**config.mk**
```make
export PLATFORM = sky130hd
export DESIGN_NAME = frame_receiver_xor_checksum
export DESIGN_NICKNAME = d
export VERILOG_FILES = /design/src/frxc_pkg.sv /design/src/frame_receiver_xor_checksum.sv /design/src/frxc_ram.sv /design/src/frxc_cmp.sv
export SDC_FILE = /design/constraint.sdc
export NUM_CORES = 1
export LEC_CHECK = 0
export BUFFER_PORTS_ARGS = -buffer_cell sky130_fd_sc_hd__buf_2
export CAP_MARGIN = 20
export CORE_ASPECT_RATIO = 1.4
export CORE_MARGIN = 8
export CORE_UTILIZATION = 60
export DETAILED_ROUTE_END_ITERATION = 10
export HOLD_SLACK_MARGIN = 0.1
export MAX_ROUTING_LAYER = met4
export PLACE_DENSITY_LB_ADDON = 0.2
export SYNTH_ARGS = -nofsm -noshare
export SYNTH_HDL_FRONTEND = slang
export SYNTH_SLANG_ARGS = --single-unit
```
**constraint.sdc**
```tcl
create_clock -name clk -period 10.3 [get_ports clk]
set_input_delay 2.06 -clock clk [delete_from_list [all_inputs] [get_ports clk]]
set_output_delay 2.06 -clock clk [all_outputs]
set_load 0.01 [all_outputs]
```
**src/frxc_pkg.sv**
```systemverilog
// frxc_pkg: shared types and constants for the XOR-checksum frame receiver.
// No dependencies; used by frame_receiver_xor_checksum, frxc_cmp and frxc_checker.
package frxc_pkg;

	localparam int MAX_PAYLOAD = 32;
	localparam int IDX_W       = (MAX_PAYLOAD > 1) ? $clog2(MAX_PAYLOAD) : 1;
	localparam int CMP_W       = 17;
	localparam int CFG_IDX_W   = 2;
	localparam int CFG_DATA_W  = 16;

	// input beat modes
	localparam logic [1:0] MODE_BYTE  = 2'd0;
	localparam logic [1:0] MODE_TICK  = 2'd1;
	localparam logic [1:0] MODE_CLEAR = 2'd2;

	// result status codes
	localparam logic [2:0] ST_GOOD    = 3'd0;
	localparam logic [2:0] ST_LENGTH  = 3'd1;
	localparam logic [2:0] ST_CSUM    = 3'd2;
	localparam logic [2:0] ST_BAD_END = 3'd3;
	localparam logic [2:0] ST_TIMEOUT = 3'd4;

	// configuration register indexes
	localparam logic [CFG_IDX_W-1:0] REG_START_MARKER  = 2'd0;
	localparam logic [CFG_IDX_W-1:0] REG_END_MARKER    = 2'd1;
	localparam logic [CFG_IDX_W-1:0] REG_TIMEOUT_TICKS = 2'd2;

	typedef struct packed {
		logic [1:0] mode;
		logic [7:0] rx_byte;
	} in_item_t;

	typedef struct packed {
		logic [2:0]  status;
		logic [7:0]  frame_type;
		logic [6:0]  frame_length;
		logic [5:0]  byte_index;
		logic [7:0]  data_byte;
		logic        has_data;
		logic        last;
		logic [31:0] good_frames;
		logic [31:0] bad_frames;
	} out_item_t;

	typedef struct packed {
		logic eq;
		logic gt;
	} cmp_res_t;

endpackage

```
**src/frame_receiver_xor_checksum.sv**
```systemverilog
// frame_receiver_xor_checksum: start/type/length/payload/XOR/end deframer.
// Each beat is accepted in S_IDLE, then makes one pass through the shared compare unit.
// Errors post one result via S_EXEC then S_POST, which waits while the output stalls;
// a good frame posts its bytes in turn via S_RD (RAM read) and S_EMIT (load).
// arst_n clears control, counters and config (2, 3, 1000); payload RAM is not cleared.
module frame_receiver_xor_checksum (
	input  logic                                clk,
	input  logic                                arst_n,
	input  logic                                in_valid,
	output logic                                in_ready,
	input  frxc_pkg::in_item_t                  in_data,
	output logic                                out_valid,
	input  logic                                out_ready,
	output frxc_pkg::out_item_t                 out_data,
	input  logic                                cfg_we,
	input  logic [frxc_pkg::CFG_IDX_W-1:0]      cfg_index,
	input  logic [frxc_pkg::CFG_DATA_W-1:0]     cfg_wdata
);
	// sequencer states
	localparam logic [2:0] S_IDLE = 3'd0;
	localparam logic [2:0] S_EXEC = 3'd1;  // one compare, update frame state
	localparam logic [2:0] S_POST = 3'd2;  // single result (error or empty frame)
	localparam logic [2:0] S_RD   = 3'd3;  // payload RAM read in flight
	localparam logic [2:0] S_EMIT = 3'd4;  // read data ready, load output register

	// frame phases
	localparam logic [2:0] PH_HUNT = 3'd0;
	localparam logic [2:0] PH_TYPE = 3'd1;
	localparam logic [2:0] PH_LEN  = 3'd2;
	localparam logic [2:0] PH_DATA = 3'd3;
	localparam logic [2:0] PH_CSUM = 3'd4;
	localparam logic [2:0] PH_END  = 3'd5;

	localparam int IW = frxc_pkg::IDX_W;
	localparam int CW = frxc_pkg::CMP_W;

	logic [2:0]  state_q;
	logic [2:0]  phase_q;
	logic [7:0]  start_marker_q;
	logic [7:0]  end_marker_q;
	logic [15:0] timeout_q;

	frxc_pkg::in_item_t item_q;     // beat under work
	logic [7:0]  type_q;
	logic [6:0]  len_q;             // saturated at 127
	logic [6:0]  pcount_q;
	logic [7:0]  xor_q;
	logic [15:0] gap_q;
	logic [31:0] good_q;
	logic [31:0] bad_q;
	logic [2:0]  post_status_q;
	logic [IW-1:0] idx_q;           // payload walk pointer

	logic                out_valid_q;
	frxc_pkg::out_item_t out_q;

	// shared compare unit operands
	logic [CW-1:0]      cmp_a;
	logic [CW-1:0]      cmp_b;
	frxc_pkg::cmp_res_t cmp_res;

	logic       slot_free;
	logic [7:0] rd_data;
	logic       ram_we;
	logic [6:0] idx_next;

	assign in_ready  = (state_q == S_IDLE);
	assign out_valid = out_valid_q;
	assign out_data  = out_q;
	assign slot_free = !out_valid_q || out_ready;
	assign idx_next  = {{(7 - IW){1'b0}}, idx_q} + 7'd1;

	// Operand select: each beat needs at most one compare.
	always_comb begin
		cmp_a = '0;
		cmp_b = '0;
		if (item_q.mode == frxc_pkg::MODE_TICK) begin
			cmp_a = {1'b0, gap_q} + 17'd1;
			cmp_b = {1'b0, timeout_q};
		end else begin
			unique case (phase_q)
				PH_HUNT: begin
					cmp_a = {9'd0, item_q.rx_byte};
					cmp_b = {9'd0, start_marker_q};
				end
				PH_LEN: begin
					cmp_a = {9'd0, item_q.rx_byte};
					cmp_b = CW'(frxc_pkg::MAX_PAYLOAD);
				end
				PH_DATA: begin
					cmp_a = {10'd0, pcount_q} + 17'd1;
					cmp_b = {10'd0, len_q};
				end
				PH_CSUM: begin
					cmp_a = {9'd0, item_q.rx_byte};
					cmp_b = {9'd0, xor_q};
				end
				PH_END: begin
					cmp_a = {9'd0, item_q.rx_byte};
					cmp_b = {9'd0, end_marker_q};
				end
				default: begin
					cmp_a = '0;
					cmp_b = '0;
				end
			endcase
		end
	end

	frxc_cmp u_cmp (
		.a   (cmp_a),
		.b   (cmp_b),
		.res (cmp_res)
	);

	// payload bytes go in as they arrive in the data phase
	assign ram_we = (state_q == S_EXEC) && (item_q.mode == frxc_pkg::MODE_BYTE)
		&& (phase_q == PH_DATA);

	frxc_ram #(
		.WIDTH (8),
		.DEPTH (frxc_pkg::MAX_PAYLOAD)
	) u_ram (
		.clk   (clk),
		.we    (ram_we),
		.waddr (pcount_q[IW-1:0]),
		.wdata (item_q.rx_byte),
		.raddr (idx_q),
		.rdata (rd_data)
	);

	// input capture happens only in idle
	always_ff @(posedge clk) begin
		if (in_valid && in_ready) begin
			item_q <= in_data;
		end
	end

	always_ff @(posedge clk or negedge arst_n) begin
		if (!arst_n) begin
			state_q        <= S_IDLE;
			phase_q        <= PH_HUNT;
			start_marker_q <= 8'd2;
			end_marker_q   <= 8'd3;
			timeout_q      <= 16'd1000;
			type_q         <= '0;
			len_q          <= '0;
			pcount_q       <= '0;
			xor_q          <= '0;
			gap_q          <= '0;
			good_q         <= '0;
			bad_q          <= '0;
			post_status_q  <= frxc_pkg::ST_GOOD;
			idx_q          <= '0;
			out_valid_q    <= 1'b0;
		end else begin
			if (cfg_we) begin
				unique case (cfg_index)
					frxc_pkg::REG_START_MARKER:  start_marker_q <= cfg_wdata[7:0];
					frxc_pkg::REG_END_MARKER:    end_marker_q   <= cfg_wdata[7:0];
					frxc_pkg::REG_TIMEOUT_TICKS: timeout_q      <= cfg_wdata;
					default: ;
				endcase
			end

			if (out_valid_q && out_ready) begin
				out_valid_q <= 1'b0;
			end

			unique case (state_q)
				S_IDLE: begin
					if (in_valid) begin
						state_q <= S_EXEC;
					end
				end
				S_EXEC: begin
					state_q <= S_IDLE;
					unique case (item_q.mode)
						frxc_pkg::MODE_CLEAR: begin
							good_q <= '0;
							bad_q  <= '0;
						end
						frxc_pkg::MODE_TICK: begin
							if (phase_q != PH_HUNT) begin
								if (cmp_res.gt) begin
									bad_q         <= bad_q + 32'd1;
									phase_q       <= PH_HUNT;
									gap_q         <= '0;
									post_status_q <= frxc_pkg::ST_TIMEOUT;
									state_q       <= S_POST;
								end else begin
									gap_q <= gap_q + 16'd1;
								end
							end
						end
						frxc_pkg::MODE_BYTE: begin
							gap_q <= '0;
							unique case (phase_q)
								PH_HUNT: begin
									if (cmp_res.eq) begin
										phase_q  <= PH_TYPE;
										type_q   <= '0;
										len_q    <= '0;
										pcount_q <= '0;
										xor_q    <= '0;
									end
								end
								PH_TYPE: begin
									type_q  <= item_q.rx_byte;
									xor_q   <= xor_q ^ item_q.rx_byte;
									phase_q <= PH_LEN;
								end
								PH_LEN: begin
									len_q <= item_q.rx_byte[7] ? 7'd127 : item_q.rx_byte[6:0];
									xor_q <= xor_q ^ item_q.rx_byte;
									if (cmp_res.gt) begin
										bad_q         <= bad_q + 32'd1;
										phase_q       <= PH_HUNT;
										post_status_q <= frxc_pkg::ST_LENGTH;
										state_q       <= S_POST;
									end else begin
										pcount_q <= '0;
										phase_q  <= (item_q.rx_byte == 8'd0) ? PH_CSUM : PH_DATA;
									end
								end
								PH_DATA: begin
									xor_q    <= xor_q ^ item_q.rx_byte;
									pcount_q <= pcount_q + 7'd1;
									if (cmp_res.gt || cmp_res.eq) begin
										phase_q <= PH_CSUM;
									end
								end
								PH_CSUM: begin
									if (cmp_res.eq) begin
										phase_q <= PH_END;
									end else begin
										bad_q         <= bad_q + 32'd1;
										phase_q       <= PH_HUNT;
										post_status_q <= frxc_pkg::ST_CSUM;
										state_q       <= S_POST;
									end
								end
								PH_END: begin
									phase_q <= PH_HUNT;
									if (!cmp_res.eq) begin
										bad_q         <= bad_q + 32'd1;
										post_status_q <= frxc_pkg::ST_BAD_END;
										state_q       <= S_POST;
									end else begin
										good_q        <= good_q + 32'd1;
										post_status_q <= frxc_pkg::ST_GOOD;
										idx_q         <= '0;
										// empty payload still gives one result
										state_q       <= (len_q == 7'd0) ? S_POST : S_RD;
									end
								end
								default: phase_q <= PH_HUNT;
							endcase
						end
						default: ;
					endcase
				end
				S_POST: begin
					if (slot_free) begin
						out_valid_q <= 1'b1;
						state_q     <= S_IDLE;
					end
				end
				S_RD: begin
					state_q <= S_EMIT;
				end
				S_EMIT: begin
					if (slot_free) begin
						out_valid_q <= 1'b1;
						if (idx_next == len_q) begin
							state_q <= S_IDLE;
						end else begin
							idx_q   <= idx_next[IW-1:0];
							state_q <= S_RD;
						end
					end
				end
				default: state_q <= S_IDLE;
			endcase
		end
	end

	// output payload register; loaded only with out_valid_q set alongside
	always_ff @(posedge clk) begin
		if (state_q == S_POST && slot_free) begin
			out_q.status       <= post_status_q;
			out_q.frame_type   <= type_q;
			out_q.frame_length <= len_q;
			out_q.byte_index   <= '0;
			out_q.data_byte    <= '0;
			out_q.has_data     <= 1'b0;
			out_q.last         <= 1'b1;
			out_q.good_frames  <= good_q;
			out_q.bad_frames   <= bad_q;
		end else if (state_q == S_EMIT && slot_free) begin
			out_q.status       <= frxc_pkg::ST_GOOD;
			out_q.frame_type   <= type_q;
			out_q.frame_length <= len_q;
			out_q.byte_index   <= 6'(idx_q);
			out_q.data_byte    <= rd_data;
			out_q.has_data     <= 1'b1;
			out_q.last         <= (idx_next == len_q);
			out_q.good_frames  <= good_q;
			out_q.bad_frames   <= bad_q;
		end
	end

endmodule

```
**src/frxc_ram.sv**
```systemverilog
// frxc_ram: generic single-write, single-read RAM with registered read data.
// No dependencies.
module frxc_ram #(
	parameter int WIDTH = 8,
	parameter int DEPTH = 32
) (
	input  logic                       clk,
	input  logic                       we,
	input  logic [$clog2(DEPTH)-1:0]   waddr,
	input  logic [WIDTH-1:0]           wdata,
	input  logic [$clog2(DEPTH)-1:0]   raddr,
	output logic [WIDTH-1:0]           rdata
);
	logic [WIDTH-1:0] mem_q [DEPTH];

	always_ff @(posedge clk) begin
		if (we) begin
			mem_q[waddr] <= wdata;
		end
		rdata <= mem_q[raddr];
	end

endmodule

```
**src/frxc_cmp.sv**
```systemverilog
// frxc_cmp: shared magnitude/equality compare unit, time-shared by the sequencer.
// Depends on frxc_pkg.
module frxc_cmp (
	input  logic [frxc_pkg::CMP_W-1:0] a,
	input  logic [frxc_pkg::CMP_W-1:0] b,
	output frxc_pkg::cmp_res_t         res
);
	assign res.eq = (a == b);
	assign res.gt = (a > b);

endmodule

```
==> results.md <==
- Initial antenna violation count: 0
- EDFF count, synth: ~350
- Synth warnings: 0
- Max FO, Critical Path: 14
- Layout area overhead: 11.90%
- Final nets: about 1,900
- Fmax: roughly 200 MHz
- RSZ-0062 raised after global routing: no
- Most frequent cells in the layout: 348 x edfxtp_1, 148 x nor2_1, 146 x dfrtp_1
- Rows: 85
- Critical Path RT: 10.77 ns
- Largest family of logic cells by synthesized area: simple AND/OR/NAND/NOR gates
- Post-synth ARST share: 0.2973
- Root Buffer: clkbuf_16
- First-pass GRT wire length: 83,370 microns
- Post_cts resized: 0
- Outcome: completed
- Setup TNS: 0 ns
- Layout cells sized above 1: 0.2080
- Largest stage delay on the critical path: about 0.76 ns
- Final WS setup: 5.414 ns
- Worst slew pin tran: 1.003 ns
- Max VDD drop: roughly 150 uV
- Mapped Nets: 1,748
- Setup WS pre-CTS: between 5 and 6 ns
- Hpwl dp: ~36,000 microns
- Drt pass-1 iters: 5
- Ys flop type: edfxtp_1
- H-tree Lvls: 2
- Initial drt markers: around 1,200
- Largest net degree at the start of global routing: 97
- Clock sink count: between 500 and 600
- Die ar.: about 45,000 sq um
- MaxCap Viol Count: 0
- Via-per-instance ratio: 6.236
- Lkg Pwr: 9.293 nW
- DRC: 0
- CP max stage cell: o21ai_1
- Num CTS Buffers: 48
- Final Max Tran Viols: 0
- Placed inst area: 24,180 sq um
- Via Count: about 15,000
- Clk_lat worst skew: slightly below 0.6 ns
- GRT Util Overall: 0.2465
- Average cell area after synthesis: about 14 sq um
- Placed insts: between 2,000 and 2,500
- Critical Path, Cell by Cell: clkinv_1 > nor2_1 > and2_1 > nand4_1 > a31oi_1 > ha_1 > nand2_1 > nor4_2 > nand4_2 > o21ai_1 > nand2_1 > a221oi_4 > mux2_2
- Arrival @ worst endpoint: 5.36 ns
- Post-Synth Simple-Gate Area: 0.1297
- Gate Count Post-Synth: 1,691
- Sequential area share after synthesis: 0.6453
- Total power: 5.460 mW
- Initial cell density of the core: 0.6028
- Mux share of post-synthesis cell area: 0.1004
- Startpoint types: flop
- I/O Pins: around 130
- Post-DRT Antenna Nets: 0
- Setup crit end kind: flop
- Hold slack final: ~0.45 ns
- CTS tree: yes
- Synthesized flop and latch total: approximately 530
- Input/output buffers: 131
- Clock Tree Buf Depth: 3
- N_diodes: 0
- Design area: roughly 26,000 sq um
- Synth cell types: 75
- Count of final setup violators: 0
- Final min period: between 4 and 5 ns
- Crit path kind: flop to flop
- Power Dens Cells: 212.0 nW/um^2
- Hold_buf cts: 0
- Slew headroom: 0.3316
- Most frequent CP cell: nand2_1
- GR Overflow Total: 0
- Post-CTS setup buffer count: 0
- Worst Hold Class: flop to flop
- Skew final: 0.02013 ns
- Core area: ~38,000 sq um
- Cell Area, Synth: between 20,000 and 25,000 sq um
- Fin crit share: 0.4744
- Die Ht: around 250 microns
- Post-Layout Cell Count: 2,339
- Most common cell after layout, fill and taps aside: edfxtp_1
- Gp weighted congestion: between 0.9 and 1
- Final Util: 0.6745
- Compound-Gate Fraction of Synth Area: 0.07356
- CTS clk-pin slew, worst paths: around 0.07 ns
- Vias in the first global route: about 15,000
- Total Wirelength: between 50,000 and 60,000 microns
- Die width: 181.5 microns
- Xor and xnor fraction of the mapped netlist area: 0.01925
- Fin. Hold Viols: 0
- Adder-Cell Fraction of Synth Area: 0.01305
- Per-cell routed wire length: ~23 microns
## kinds of logic after synthesis
kind of cell	after synthesis
AO/OA/AOI/OAI	257
buffers and inverters	110
multiplexers	126
AND/OR/NAND/NOR	596
adder cells (fa/ha/maj)	24
XOR/XNOR	49
other	1
flip-flops	528
## critical path: cells and delay by family (launching register included)
family	cells	cell delay (ns)
and+or+nand+nor	7	1.89
DFF	1	0.57
AOI/OAI and AO/OA	3	1.34
buffers and inverters	1	0.42
adders and majority gates	1	0.15
muxes	1	0.38
## final cells by class
class	instances	area, sq um
clock buffers	62	1315
clock inverters	27	246.5
fillers	2689	12430
inverters	32	122.6
multi-input cells	1053	7741
flip-flops and latches	528	14860
well taps	478	598.1
repair buffers	159	872.1
## state kept, by name, indices dropped and copies added (netlist names)
register and count:
post_status_q 3, good_q 32, idx_q 5, bad_q 32, timeout_q 16, phase_q 3, pcount_q 7, end_marker_q 8
start_marker_q 8, state_q 3, u_ram.mem_q 256, item_q 10, len_q 7, gap_q 16, xor_q 8, type_q 8
out_data 97, out_valid 1, u_ram.rdata 8
## worst paths after layout
kind / start / endpoint / slack, ns / depth (start not counted)
worst max-delay path: phase_q[1] / pcount_q[4] / 5.41 / 13
worst min-delay path: u_ram.rdata[4] / out_data[70] / 0.45 / 1
worst max register to register: phase_q[1] / pcount_q[4] / 5.41 / 13
worst min register to register: u_ram.rdata[4] / out_data[70] / 0.45 / 1
max in group asynchronous: arst_n / out_valid / 7.25 / 2
min in group asynchronous: arst_n / bad_q[14] / 1.52 / 1
## power by group
group          leakage, nW  internal, mW  total [mW]  switching, mW
sequential            5.45          2.47        2.62          0.143
combinational         3.08         0.384        1.07          0.689
clock                0.770         0.985        1.77          0.784
## layer usage
layer,global-route usage,wire [microns]
met5,-,0
met4,0.1119,2473
met3,0.03252,2692
met2,0.4404,28470
met1,0.2739,20060
## Yosys cell counts (22+ instances only)
master,count,share of area
inv_1,29,0.0047
edfxtp_1,348,0.45
dfrtp_1,148,0.16
dfxtp_1,23,0.020
xnor2_1,26,0.0099
mux4_2,80,0.078
nand3_1,66,0.014
a21oi_1,50,0.011
nand2_1,140,0.023
clkbuf_1,64,0.010
nor3_1,22,0.0048
nor2_1,150,0.024
mux2_2,38,0.019
o21ai_0,83,0.018
and2_1,79,0.021
or3_1,26,0.0071
xor2_1,22,0.0084
ha_1,24,0.013
a22o_1,27,0.010
Power figures use the tool's default switching activity.
